## config.mk

```make
export PLATFORM = sky130hd
export DESIGN_NAME = date_difference_in_days_unit_flat
export DESIGN_NICKNAME = d
export VERILOG_FILES = /design/src/sv/dd_pkg.sv /design/src/sv/dd_stream_if.sv /design/src/sv/date_difference_in_days_unit.sv /design/src/flat_wrapper.sv
export VERILOG_INCLUDE_DIRS = /design/src /design/src/sv
export SDC_FILE = /design/constraint.sdc
export NUM_CORES = 1
export LEC_CHECK = 0
export ABC_AREA = 1
export BUFFER_PORTS_ARGS = -buffer_cell sky130_fd_sc_hd__buf_2
export CAP_MARGIN = 20
export CORE_ASPECT_RATIO = 1.75
export CORE_MARGIN = 3
export CORE_UTILIZATION = 50
export DETAILED_ROUTE_END_ITERATION = 6
export PLACE_DENSITY = 0.66
export SLEW_MARGIN = 40
export SYNTH_ARGS = -nofsm -noshare
export SYNTH_HDL_FRONTEND = slang
export SYNTH_SLANG_ARGS = --single-unit
```

## constraint.sdc

```tcl
create_clock -name clk -period 7.3 [get_ports clk]
set_input_delay 0.73 -clock clk [delete_from_list [all_inputs] [get_ports clk]]
set_output_delay 0.73 -clock clk [all_outputs]
set_load 0.02 [all_outputs]
```

## src/sv/date_difference_in_days_unit_defines.svh

```systemverilog
// Assertion macros for the date difference unit.
`ifndef DATE_DIFFERENCE_IN_DAYS_UNIT_DEFINES_SVH
`define DATE_DIFFERENCE_IN_DAYS_UNIT_DEFINES_SVH

// Same-cycle implication, clocked on clk, off during rst.
`define DD_ASSERT_NOW(lbl, ante, cons, msg) \
  lbl: assert property (@(posedge clk) disable iff (rst) (ante) |-> (cons)) else $error(msg);

// Next-cycle implication, clocked on clk, off during rst.
`define DD_ASSERT_NEXT(lbl, ante, cons, msg) \
  lbl: assert property (@(posedge clk) disable iff (rst) (ante) |=> (cons)) else $error(msg);

`endif

```

## src/sv/dd_pkg.sv

```systemverilog
`default_nettype none

package dd_pkg;

  localparam int YEAR_W  = 14;
  localparam int MONTH_W = 4;
  localparam int DAY_W   = 5;
  localparam int COUNT_W = 22;
  // serial day number, large enough for every 14-bit year
  localparam int DNUM_W  = 23;
  localparam int YDAY_W  = 9;
  localparam int QUOT_W  = 8;   // year / 100 for a 14-bit year
  localparam int REM_W   = 7;   // year % 100

  localparam logic [COUNT_W-1:0] COUNT_MAX = '1;

  // year / 100 as (year * RECIP_100) >> RECIP_SHIFT, exact below 2**14
  localparam int RECIP_W     = 13;
  localparam int RECIP_SHIFT = 19;
  localparam logic [RECIP_W-1:0] RECIP_100 = 13'd5243;

  localparam logic [QUOT_W-1:0]  CENTURY       = 8'd100;
  localparam logic [DNUM_W-1:0]  DAYS_PER_YEAR = 23'd365;
  localparam logic [MONTH_W-1:0] FEBRUARY      = 4'd2;
  localparam logic [MONTH_W-1:0] DECEMBER      = 4'd12;

  typedef struct packed {
    logic [YEAR_W-1:0]  start_year;
    logic [MONTH_W-1:0] start_month;
    logic [DAY_W-1:0]   start_day;
    logic [YEAR_W-1:0]  end_year;
    logic [MONTH_W-1:0] end_month;
    logic [DAY_W-1:0]   end_day;
    logic               include_end;
  } dd_in_t;

  typedef struct packed {
    logic [COUNT_W-1:0] day_count;
    logic               date_error;
  } dd_out_t;

  function automatic logic [DAY_W-1:0] month_len(input logic [MONTH_W-1:0] m,
                                                 input logic leap);
    logic [DAY_W-1:0] len;
    unique case (m)
      4'd1, 4'd3, 4'd5, 4'd7, 4'd8, 4'd10, 4'd12: len = 5'd31;
      4'd4, 4'd6, 4'd9, 4'd11:                    len = 5'd30;
      4'd2:    len = leap ? 5'd29 : 5'd28;
      default: len = '0;
    endcase
    return len;
  endfunction

  // days in the year before the first of month m, common year
  function automatic logic [YDAY_W-1:0] days_before(input logic [MONTH_W-1:0] m);
    logic [YDAY_W-1:0] n;
    unique case (m)
      4'd2:    n = 9'd31;
      4'd3:    n = 9'd59;
      4'd4:    n = 9'd90;
      4'd5:    n = 9'd120;
      4'd6:    n = 9'd151;
      4'd7:    n = 9'd181;
      4'd8:    n = 9'd212;
      4'd9:    n = 9'd243;
      4'd10:   n = 9'd273;
      4'd11:   n = 9'd304;
      4'd12:   n = 9'd334;
      default: n = '0;
    endcase
    return n;
  endfunction

endpackage

`default_nettype wire

```

## src/sv/dd_stream_if.sv

```systemverilog
`default_nettype none

// Date pair channel.
interface dd_in_if;
  import dd_pkg::*;
  logic   valid;
  logic   ready;
  dd_in_t data;

  modport source (output valid, output data, input ready);
  modport sink   (input valid, input data, output ready);
endinterface

// Day count channel.
interface dd_out_if;
  import dd_pkg::*;
  logic    valid;
  logic    ready;
  dd_out_t data;

  modport source (output valid, output data, input ready);
  modport sink   (input valid, input data, output ready);
endinterface

`default_nettype wire

```

## src/sv/date_difference_in_days_unit.sv

```systemverilog
// Channel | Dir | Beat contents
// --------+-----+--------------------------------------------------------
// dates   | in  | start/end year, month, day and include_end
// days    | out | day_count (saturating) and date_error
//
// Four register stages; a beat may enter every cycle unless all are stalled.
// The per-stage valid/ready chain lets a stage fill whenever it is empty or
// the stage after it moves, so bubbles are squeezed out during a stall.
// The output register holds its beat until days.ready; nothing is lost or
// repeated. rst (synchronous) clears every valid bit; payload is not reset.
`default_nettype none
`include "date_difference_in_days_unit_defines.svh"

module date_difference_in_days_unit #(
  parameter int unsigned MAX_YEAR = 9999
) (
  input  wire logic clk,
  input  wire logic rst,
  dd_in_if.sink     dates,
  dd_out_if.source  days
);
  import dd_pkg::*;

  localparam int CMP_W = 17;
  localparam logic [CMP_W-1:0] MaxYear = CMP_W'(MAX_YEAR);
  localparam int PROD_W = YEAR_W + RECIP_W;

  // Lane 0 is the start date, lane 1 the end date.
  typedef struct packed {
    logic [YEAR_W-1:0]  y;
    logic [MONTH_W-1:0] m;
    logic [DAY_W-1:0]   d;
    logic [QUOT_W-1:0]  q;     // y / 100
  } s1_lane_t;

  typedef struct packed {
    logic [YEAR_W-1:0] p;      // y - 1
    logic [QUOT_W-1:0] pq;     // (y - 1) / 100
    logic [YDAY_W-1:0] yday;   // day of the year, from 0
    logic              ok;
  } s2_lane_t;

  // ---------------------------------------------------------------- handshake
  logic s1_valid, s2_valid, s3_valid, s4_valid;
  logic rdy1, rdy2, rdy3, rdy4;

  assign rdy4 = !s4_valid || days.ready;
  assign rdy3 = !s3_valid || rdy4;
  assign rdy2 = !s2_valid || rdy3;
  assign rdy1 = !s1_valid || rdy2;

  assign dates.ready = rdy1;

  always_ff @(posedge clk) begin
    if (rst) begin
      s1_valid <= 1'b0;
      s2_valid <= 1'b0;
      s3_valid <= 1'b0;
      s4_valid <= 1'b0;
    end else begin
      if (rdy1) s1_valid <= dates.valid;
      if (rdy2) s2_valid <= s1_valid;
      if (rdy3) s3_valid <= s2_valid;
      if (rdy4) s4_valid <= s3_valid;
    end
  end

  // ------------------------------------------- stage 1: century by reciprocal
  s1_lane_t         s1_lane [2];
  s1_lane_t         s1_lane_next [2];
  logic             s1_inc;
  logic [PROD_W-1:0] s1_prod [2];

  always_comb begin
    s1_lane_next[0].y = dates.data.start_year;
    s1_lane_next[0].m = dates.data.start_month;
    s1_lane_next[0].d = dates.data.start_day;
    s1_lane_next[1].y = dates.data.end_year;
    s1_lane_next[1].m = dates.data.end_month;
    s1_lane_next[1].d = dates.data.end_day;
    for (int i = 0; i < 2; i++) begin
      s1_prod[i] = PROD_W'(s1_lane_next[i].y) * PROD_W'(RECIP_100);
      s1_lane_next[i].q = s1_prod[i][RECIP_SHIFT +: QUOT_W];
    end
  end

  always_ff @(posedge clk) begin
    if (rdy1) begin
      s1_lane <= s1_lane_next;
      s1_inc  <= dates.data.include_end;
    end
  end

  // --------------------------------- stage 2: leap year, checks, day of year
  s2_lane_t          s2_lane [2];
  s2_lane_t          s2_lane_next [2];
  logic              s2_inc;
  logic [YEAR_W:0]   s2_hund [2];
  logic [REM_W-1:0]  s2_rem [2];
  logic              s2_leap [2];
  logic [DAY_W-1:0]  s2_mlen [2];

  always_comb begin
    for (int i = 0; i < 2; i++) begin
      s2_hund[i] = (YEAR_W+1)'(s1_lane[i].q) * (YEAR_W+1)'(CENTURY);
      s2_rem[i]  = REM_W'({1'b0, s1_lane[i].y} - s2_hund[i]);
      // a year divisible by 100 is leap only when y / 100 divides by 4
      s2_leap[i] = (s1_lane[i].y[1:0] == 2'b00) &&
                   ((s2_rem[i] != '0) || (s1_lane[i].q[1:0] == 2'b00));
      s2_mlen[i] = month_len(s1_lane[i].m, s2_leap[i]);
      s2_lane_next[i].p  = s1_lane[i].y - YEAR_W'(1);
      // (y-1)/100 drops by one only when y is a whole century
      s2_lane_next[i].pq = (s2_rem[i] == '0) ? (s1_lane[i].q - QUOT_W'(1))
                                             : s1_lane[i].q;
      s2_lane_next[i].yday = days_before(s1_lane[i].m)
                           + YDAY_W'(s2_leap[i] && (s1_lane[i].m > FEBRUARY))
                           + YDAY_W'(s1_lane[i].d) - YDAY_W'(1);
      s2_lane_next[i].ok = (s1_lane[i].y != '0) &&
                           ({(CMP_W-YEAR_W)'(0), s1_lane[i].y} <= MaxYear) &&
                           (s1_lane[i].m != '0) && (s1_lane[i].m <= DECEMBER) &&
                           (s1_lane[i].d != '0) && (s1_lane[i].d <= s2_mlen[i]);
    end
  end

  always_ff @(posedge clk) begin
    if (rdy2) begin
      s2_lane <= s2_lane_next;
      s2_inc  <= s1_inc;
    end
  end

  // ------------------------------------------- stage 3: serial day numbers
  logic [DNUM_W-1:0] s3_dnum [2];
  logic [DNUM_W-1:0] s3_dnum_next [2];
  logic              s3_err;
  logic              s3_inc;

  always_comb begin
    for (int i = 0; i < 2; i++) begin
      s3_dnum_next[i] = DNUM_W'(s2_lane[i].p) * DAYS_PER_YEAR
                      + DNUM_W'(s2_lane[i].p >> 2)
                      - DNUM_W'(s2_lane[i].pq)
                      + DNUM_W'(s2_lane[i].pq >> 2)
                      + DNUM_W'(s2_lane[i].yday);
    end
  end

  always_ff @(posedge clk) begin
    if (rdy3) begin
      s3_dnum <= s3_dnum_next;
      s3_err  <= !(s2_lane[0].ok && s2_lane[1].ok);
      s3_inc  <= s2_inc;
    end
  end

  // ------------------------------- stage 4: difference, clamp, output register
  logic [DNUM_W:0]   s4_diff;
  logic [DNUM_W:0]   s4_sum;
  dd_out_t           s4_out;
  dd_out_t           s4_out_next;

  always_comb begin
    s4_diff = {1'b0, s3_dnum[1]} - {1'b0, s3_dnum[0]};
    if (s4_diff[DNUM_W]) begin
      s4_diff = '0;   // start not before end
    end
    s4_sum = s4_diff + (DNUM_W+1)'(s3_inc);
    s4_out_next.date_error = s3_err;
    if (s3_err) begin
      s4_out_next.day_count = '0;
    end else if (s4_sum > (DNUM_W+1)'(COUNT_MAX)) begin
      s4_out_next.day_count = COUNT_MAX;
    end else begin
      s4_out_next.day_count = s4_sum[COUNT_W-1:0];
    end
  end

  always_ff @(posedge clk) begin
    if (rdy4) begin
      s4_out <= s4_out_next;
    end
  end

  assign days.valid = s4_valid;
  assign days.data  = s4_out;

  // ------------------------------------------------------------- assertions
  `DD_ASSERT_NOW(a_err_zero, s4_valid && s4_out.date_error, s4_out.day_count == '0, "error beat with nonzero count")
  `DD_ASSERT_NEXT(a_s3_moves, s3_valid && rdy4, s4_valid, "beat lost leaving stage 3")
  `DD_ASSERT_NOW(a_full_stall, !rdy1, s1_valid && s2_valid && s3_valid && s4_valid && !days.ready, "input stalled with a bubble in the pipe")

endmodule

`default_nettype wire
```

## src/flat_wrapper.sv

```systemverilog
// flat-port wrapper written by rule: the top's interface ports become plain ports
module date_difference_in_days_unit_flat import dd_pkg::*;
#(
  parameter int unsigned MAX_YEAR = 9999
)
  (clk, rst, dates_valid, dates_data, dates_ready, days_valid, days_data, days_ready);
  dd_in_if dates_i ();
  dd_out_if days_i ();
  input  wire logic clk;
  input  wire logic rst;
  input wire logic [$bits(dates_i.valid)-1:0] dates_valid;
  input wire logic [$bits(dates_i.data)-1:0] dates_data;
  output wire logic [$bits(dates_i.ready)-1:0] dates_ready;
  output wire logic [$bits(days_i.valid)-1:0] days_valid;
  output wire logic [$bits(days_i.data)-1:0] days_data;
  input wire logic [$bits(days_i.ready)-1:0] days_ready;
  assign dates_i.valid = dates_valid;
  assign dates_i.data = dates_data;
  assign dates_ready = dates_i.ready;
  assign days_valid = days_i.valid;
  assign days_data = days_i.data;
  assign days_i.ready = days_ready;
  date_difference_in_days_unit #(.MAX_YEAR(MAX_YEAR)) u_core (.clk(clk), .rst(rst), .dates(dates_i), .days(days_i));
endmodule
```

### After elaboration in Yosys (flattened, before gate mapping)

Memory sizes are Yosys's and may differ from the RTL's. A register that Yosys moved wholly into a read port is not among the register bits.
Cells that the tools add are included.

* flip-flop bits (word level): 203
* ROM bits: 288
* input bits: 51
* word-level logic and storage cells: 145
* memories: 2

Memory list
* (name not given): depth 16, bits a word 9, rd ports 1, clocked after Yosys merged registers in 1, write ports 0, RTL line dd_pkg.sv:57 `unique case (m)`
* (name not given): depth 16, bits a word 9, rd ports 1, clocked after Yosys merged registers in 1, write ports 0, RTL line dd_pkg.sv:57

* add/subtract/negate cells: 22
* multiply operators: 6
* order comparisons: 9
* eq/ne operators: 24
* multiplexer cells: 10
* reductions and logical operators: 44

Operators by type and width (count)
* $mul A14 B13 Y27 const B: 2
* $add A23 B12 Y23: 2
* $add A23 B6 Y23: 2
* $add A23 B9 Y23: 2
* $mul A14 B9 Y23 const B: 2
* $sub A23 B8 Y23: 2
* $eq A4 B4 Y1 const B: 10
* $eq A4 B3 Y1 const B: 8
* $pmux W5 S3: 2
* $le A14 B14 Y1 const B: 2
* $reduce_bool A14 Y1: 2
* $sub A14 B1 Y14 const B: 2
* $add A23 B1 Y24: 1
* $gt A24 B22 Y1 const B: 1
* $sub A23 B23 Y24: 1
* $mux W23: 1
* $mux W22: 1
* $add A9 B1 Y9: 2
* $add A9 B5 Y9: 2
* $sub A9 B1 Y9 const B: 2
* $eq A4 B2 Y1 const B: 4
* $mul A8 B5 Y5 const B: 2
* $mux W8: 2
* $sub A8 B1 Y8 const B: 2
* 17 further kinds: 56

### Longest topological paths before layout

* depth in word-level cells: 9
* depth in mapped cells: 26
* mapped depth without buffers: 26

### Worst setup path before layout

Ideal clock, no wire load.

* path type: input to register
* start: input days_ready
* end: register with a tool-made name
* data arrival time: 6242 ps
* setup slack: 931 ps
* stages on the path: 11
* path buffers: 1
* path through: nor2_1 inv_1 nor2_1 inv_1 nor2_1 nand2_1 clkbuf_1 o21ai_0 ha_1 nand3_1 nand3_1

RTL lines
* start: declaration: RTL line flat_wrapper.sv:16 `input wire logic [$bits(days_i.ready)-1:0] days_ready;`

==> metrics.cfg <==
[floorplanning]
fp-row-count = 113
pin_count = 76
dieArea_um2 = 58000
start_util_pct = 50.7
die_w_um = 183
chipHeight_um = 316
core_area_um2 = 54300

[clocking]
htree_levels = 1
clk_latency_ps = 560
ctsHoldBuffers = 0
ctsLongestPathBuffers = 3
cts_sinks = 221
numCtsBuffers = 24
clkTransAtPathRegs_ps = 60
cts_tree = done
cts_setup_buffers = 0
root_buffer = clkbuf_16
cts_resized = 0

[timing]
worstMarginPinSlew_ps = 771
rsz0062_at_grt = false
maxSlewViolCount = 0
finalWorstSetupSlack_ps = 1650
whs_ps = 356
min_period_over_period_pct = 77.4
fin_crit_ps = 5650
slew_headroom_pct = 48.6
clock_skew_ps = 36.5
setup_tns_ps = 0
setup_viol_count_final = 0
clock.fmax_mhz = 177
finalHoldViolations = 0

[logic_synthesis]
async_flop_share_pct = 0
syn_area_um2 = 27500
synthCells = 2994
synth_nets = 3813
synth.avg_cell_area_um2 = 9.19
yosys.cell_types.count = 45
seq_area_frac_synth_pct = 23.3
yosys_register_bits = 221
yosys_warnings = 0
synth_edf_count = 199
synth_flop_cell = edfxtp_1

[detailed_routing]
vias = 19400
viasPerCell = 5.10
post_drt_wl_per_cell_um = 16.6
ant_nets = 0
postRouteWirelength_um = 63000
drt-pass1-iter-count = 5
drc = 0
drtIter0Drc = 717

[hold_path]
min_path_type = in -> reg
hold_depth = 1

[worst_setup_path]
crit_type = reg -> reg
crit_chain = inv_1 -> fa_1 -> fa_1 -> inv_1 -> fa_1 -> fa_1 -> inv_1 -> fa_1 -> inv_1 -> ha_1 -> nand2_1 -> inv_1 -> a21oi_1 -> o21ai_0 -> a21oi_1 -> o21ai_0 -> a21boi_0 -> o21ai_0 -> xor2_1
crit_start = u_core.s2_lane[23]$_DFFE_PP_
arrival_ps = 5920
cp.required_ps = 7560
r2r-end = u_core.s3_dnum[19]$_DFFE_PP_
cp_top_family = adder cells
crit_buf_inv = 5
crit_path_end = u_core.s3_dnum[19]$_DFFE_PP_
ff2ff_setup_slack_ps = 1650
cp-start-kind = flop
crit_cells = 19
crit_path_top_delay_cell = fa_1
path_max_fanout = 5
reg2regPathDepth = 19
crit_path_end_kind = flop
worst_r2r_startpoint = u_core.s2_lane[23]$_DFFE_PP_
max_stage_delay_ps = 540

[grt]
grt_overflow_total = 0
antenna_found_initial = 0
grt_max_degree = 57
grt_pass1_vias = 21100
grt.total_usage_pct = 22.2
grt_pass1_wl_um = 102000

[final_layout]
drive_above_1_share_pct = 5.57
area_delta_synth_final_pct = 7.06
diodes = 0
fin_nets = 3909

[run_status]
status = completed

[place]
place_ws_ps = 1660
place_hpwl_um = 55400
portBuffers = 75
place.gp.congestion = 0.963

[job]
cap_violations = 0

-- final cells by class --
class / instances / area (um^2)
Multi-Input combinational cell: 1940 / 17900
Inverter: 825 / 3100
Sequential cell: 221 / 6420
Tap cell: 690 / 863
Timing Repair Buffer: 78 / 398
Clock inverter: 15 / 101
Clock buffer: 28 / 636
Fill cell: 4981 / 24800
-- cell usage in the layout (no fill, tap or decap), drive strengths merged --
cell type  Yosys  layout
clkbuf         3      28
a2111oi        2       2
o311ai         1       1
o21ai         80      80
nand4         27      27
nand3b        10      10
dfxtp         22      22
nand2        402     402
clkinv         0      14
o21bai         7       7
edfxtp       199     199
a21oi        124     124
o221ai         4       4
buf            5      78
o2111ai        2       2
a31oi          8       8
a211oi         4       4
inv          825     826
nor3          21      21
nor2         197     197
nand3         91      91
o211ai         8       8
fa           305     305
o32ai          1       1
o31ai          3       3
nor4          11      11
a21o          10      10
or2            3       3
a21boi         3       3
and2           4       4
xnor2         44      44
nor3b          4       4
o22ai          2       2
xor2          95      95
a221oi         1       1
ha           463     463
o21a           2       2
a211o          1       1
-- metrics by stage --
step           util [%]  cells  cell area [um^2]
2_1_floorplan         -   2994             27500
3_3_place_gp       52.9   3754             28700
3_5_place_dp       52.9   3754             28700
4_1_cts            54.2   3797             29500
5_1_grt            54.2   3797             29500
6_report           54.2   3797             29500
-- per-layer routing --
layer | wire length (um) | track usage [%]
met1 | 21300 | 20.9
met2 | 35400 | 45.1
met3 | 1490 | 1.87
met4 | 4750 | 13.8
met5 | 0 | 0
-- worst register-to-register path, cell delays in order (launching register included) --
cell and delay [ps]:
edfxtp_1 490, inv_1 260, fa_1 490, fa_1 540, inv_1 50, fa_1 460, fa_1 500, inv_1 60
fa_1 530, inv_1 40, ha_1 340, nand2_1 90, inv_1 60, a21oi_1 80, o21ai_0 390, a21oi_1 190
o21ai_0 300, a21boi_0 200, o21ai_0 230, xor2_1 100
-- registers in the layout, indices dropped and copies added (netlist names), named ones only --
| name | flops |
|---|---|
| u_core.s1_lane | 62 |
| u_core.s3_err | 1 |
| u_core.s3_inc | 1 |
| u_core.s2_valid | 1 |
| u_core.s2_lane | 64 |
| u_core.s3_dnum | 46 |
| u_core.s2_inc | 1 |
| u_core.days.data | 23 |
| u_core.s1_inc | 1 |
| u_core.s1_valid | 1 |
| u_core.days.valid | 1 |
| u_core.s3_valid | 1 |
-- synth_stat cells, types with 3 or more instances --
cell	count	area [um^2]
inv_1	820	3080
ha_1	463	5790
nand2_1	391	1470
fa_1	305	6110
edfxtp_1	199	5980
nor2_1	168	631
a21oi_1	124	621
xor2_1	95	832
nand3_1	83	415
o21ai_0	78	390
xnor2_1	44	385
nand4_1	27	169
nor2_2	27	169
dfxtp_1	22	440
nor3_1	21	105
nor4_1	11	68.8
a21o_1	10	75.1
nand2_2	10	62.6
nand3b_1	10	75.1
a31oi_1	8	50.1
nand3_2	8	80.1
o211ai_1	8	60.1
o21bai_1	7	52.6
inv_2	5	18.8
a211oi_1	4	30.0
and2_1	4	25.0
buf_6	4	45.0
nor3b_1	4	30.0
o221ai_1	4	35.0
a21boi_0	3	22.5
clkbuf_1	3	11.3
o31ai_1	3	22.5
or2_2	3	18.8
-- how the worst min path moves through the flow --
| stage | slack [ps] | start | to |
|---|---|---|---|
| 2_1_floorplan | 400 | u_core.s1_inc$_DFFE_PN_ | u_core.s2_inc$_DFFE_PP_ |
| 3_3_place_gp | 410 | u_core.s1_inc$_DFFE_PN_ | u_core.s2_inc$_DFFE_PP_ |
| 3_5_place_dp | 440 | u_core.s1_inc$_DFFE_PN_ | u_core.s2_inc$_DFFE_PP_ |
| 4_1_cts | 320 | dates_data[25] | u_core.s1_lane[40]$_DFFE_PN_ |
| 5_1_grt | 340 | dates_data[28] | u_core.s1_lane[43]$_DFFE_PN_ |
| 6_report | 360 | dates_data[25] | u_core.s1_lane[40]$_DFFE_PN_ |
-- logic make-up (layout without fill, tap and decap cells) --
kind of cell	Yosys count	in the layout	share of synthesized area (%)
and+or+nand+nor	770	770	12.2
buffers and inverters	833	946	11.5
DFF	221	221	23.3
adders and majority gates	768	768	43.3
AOI/OAI and AO/OA	263	263	5.33
xor gates and xnor gates	139	139	4.43
Power is left out: the tool's default activity adds up to more than one toggle a clock period on the data nets, which glitch-free logic cannot reach.
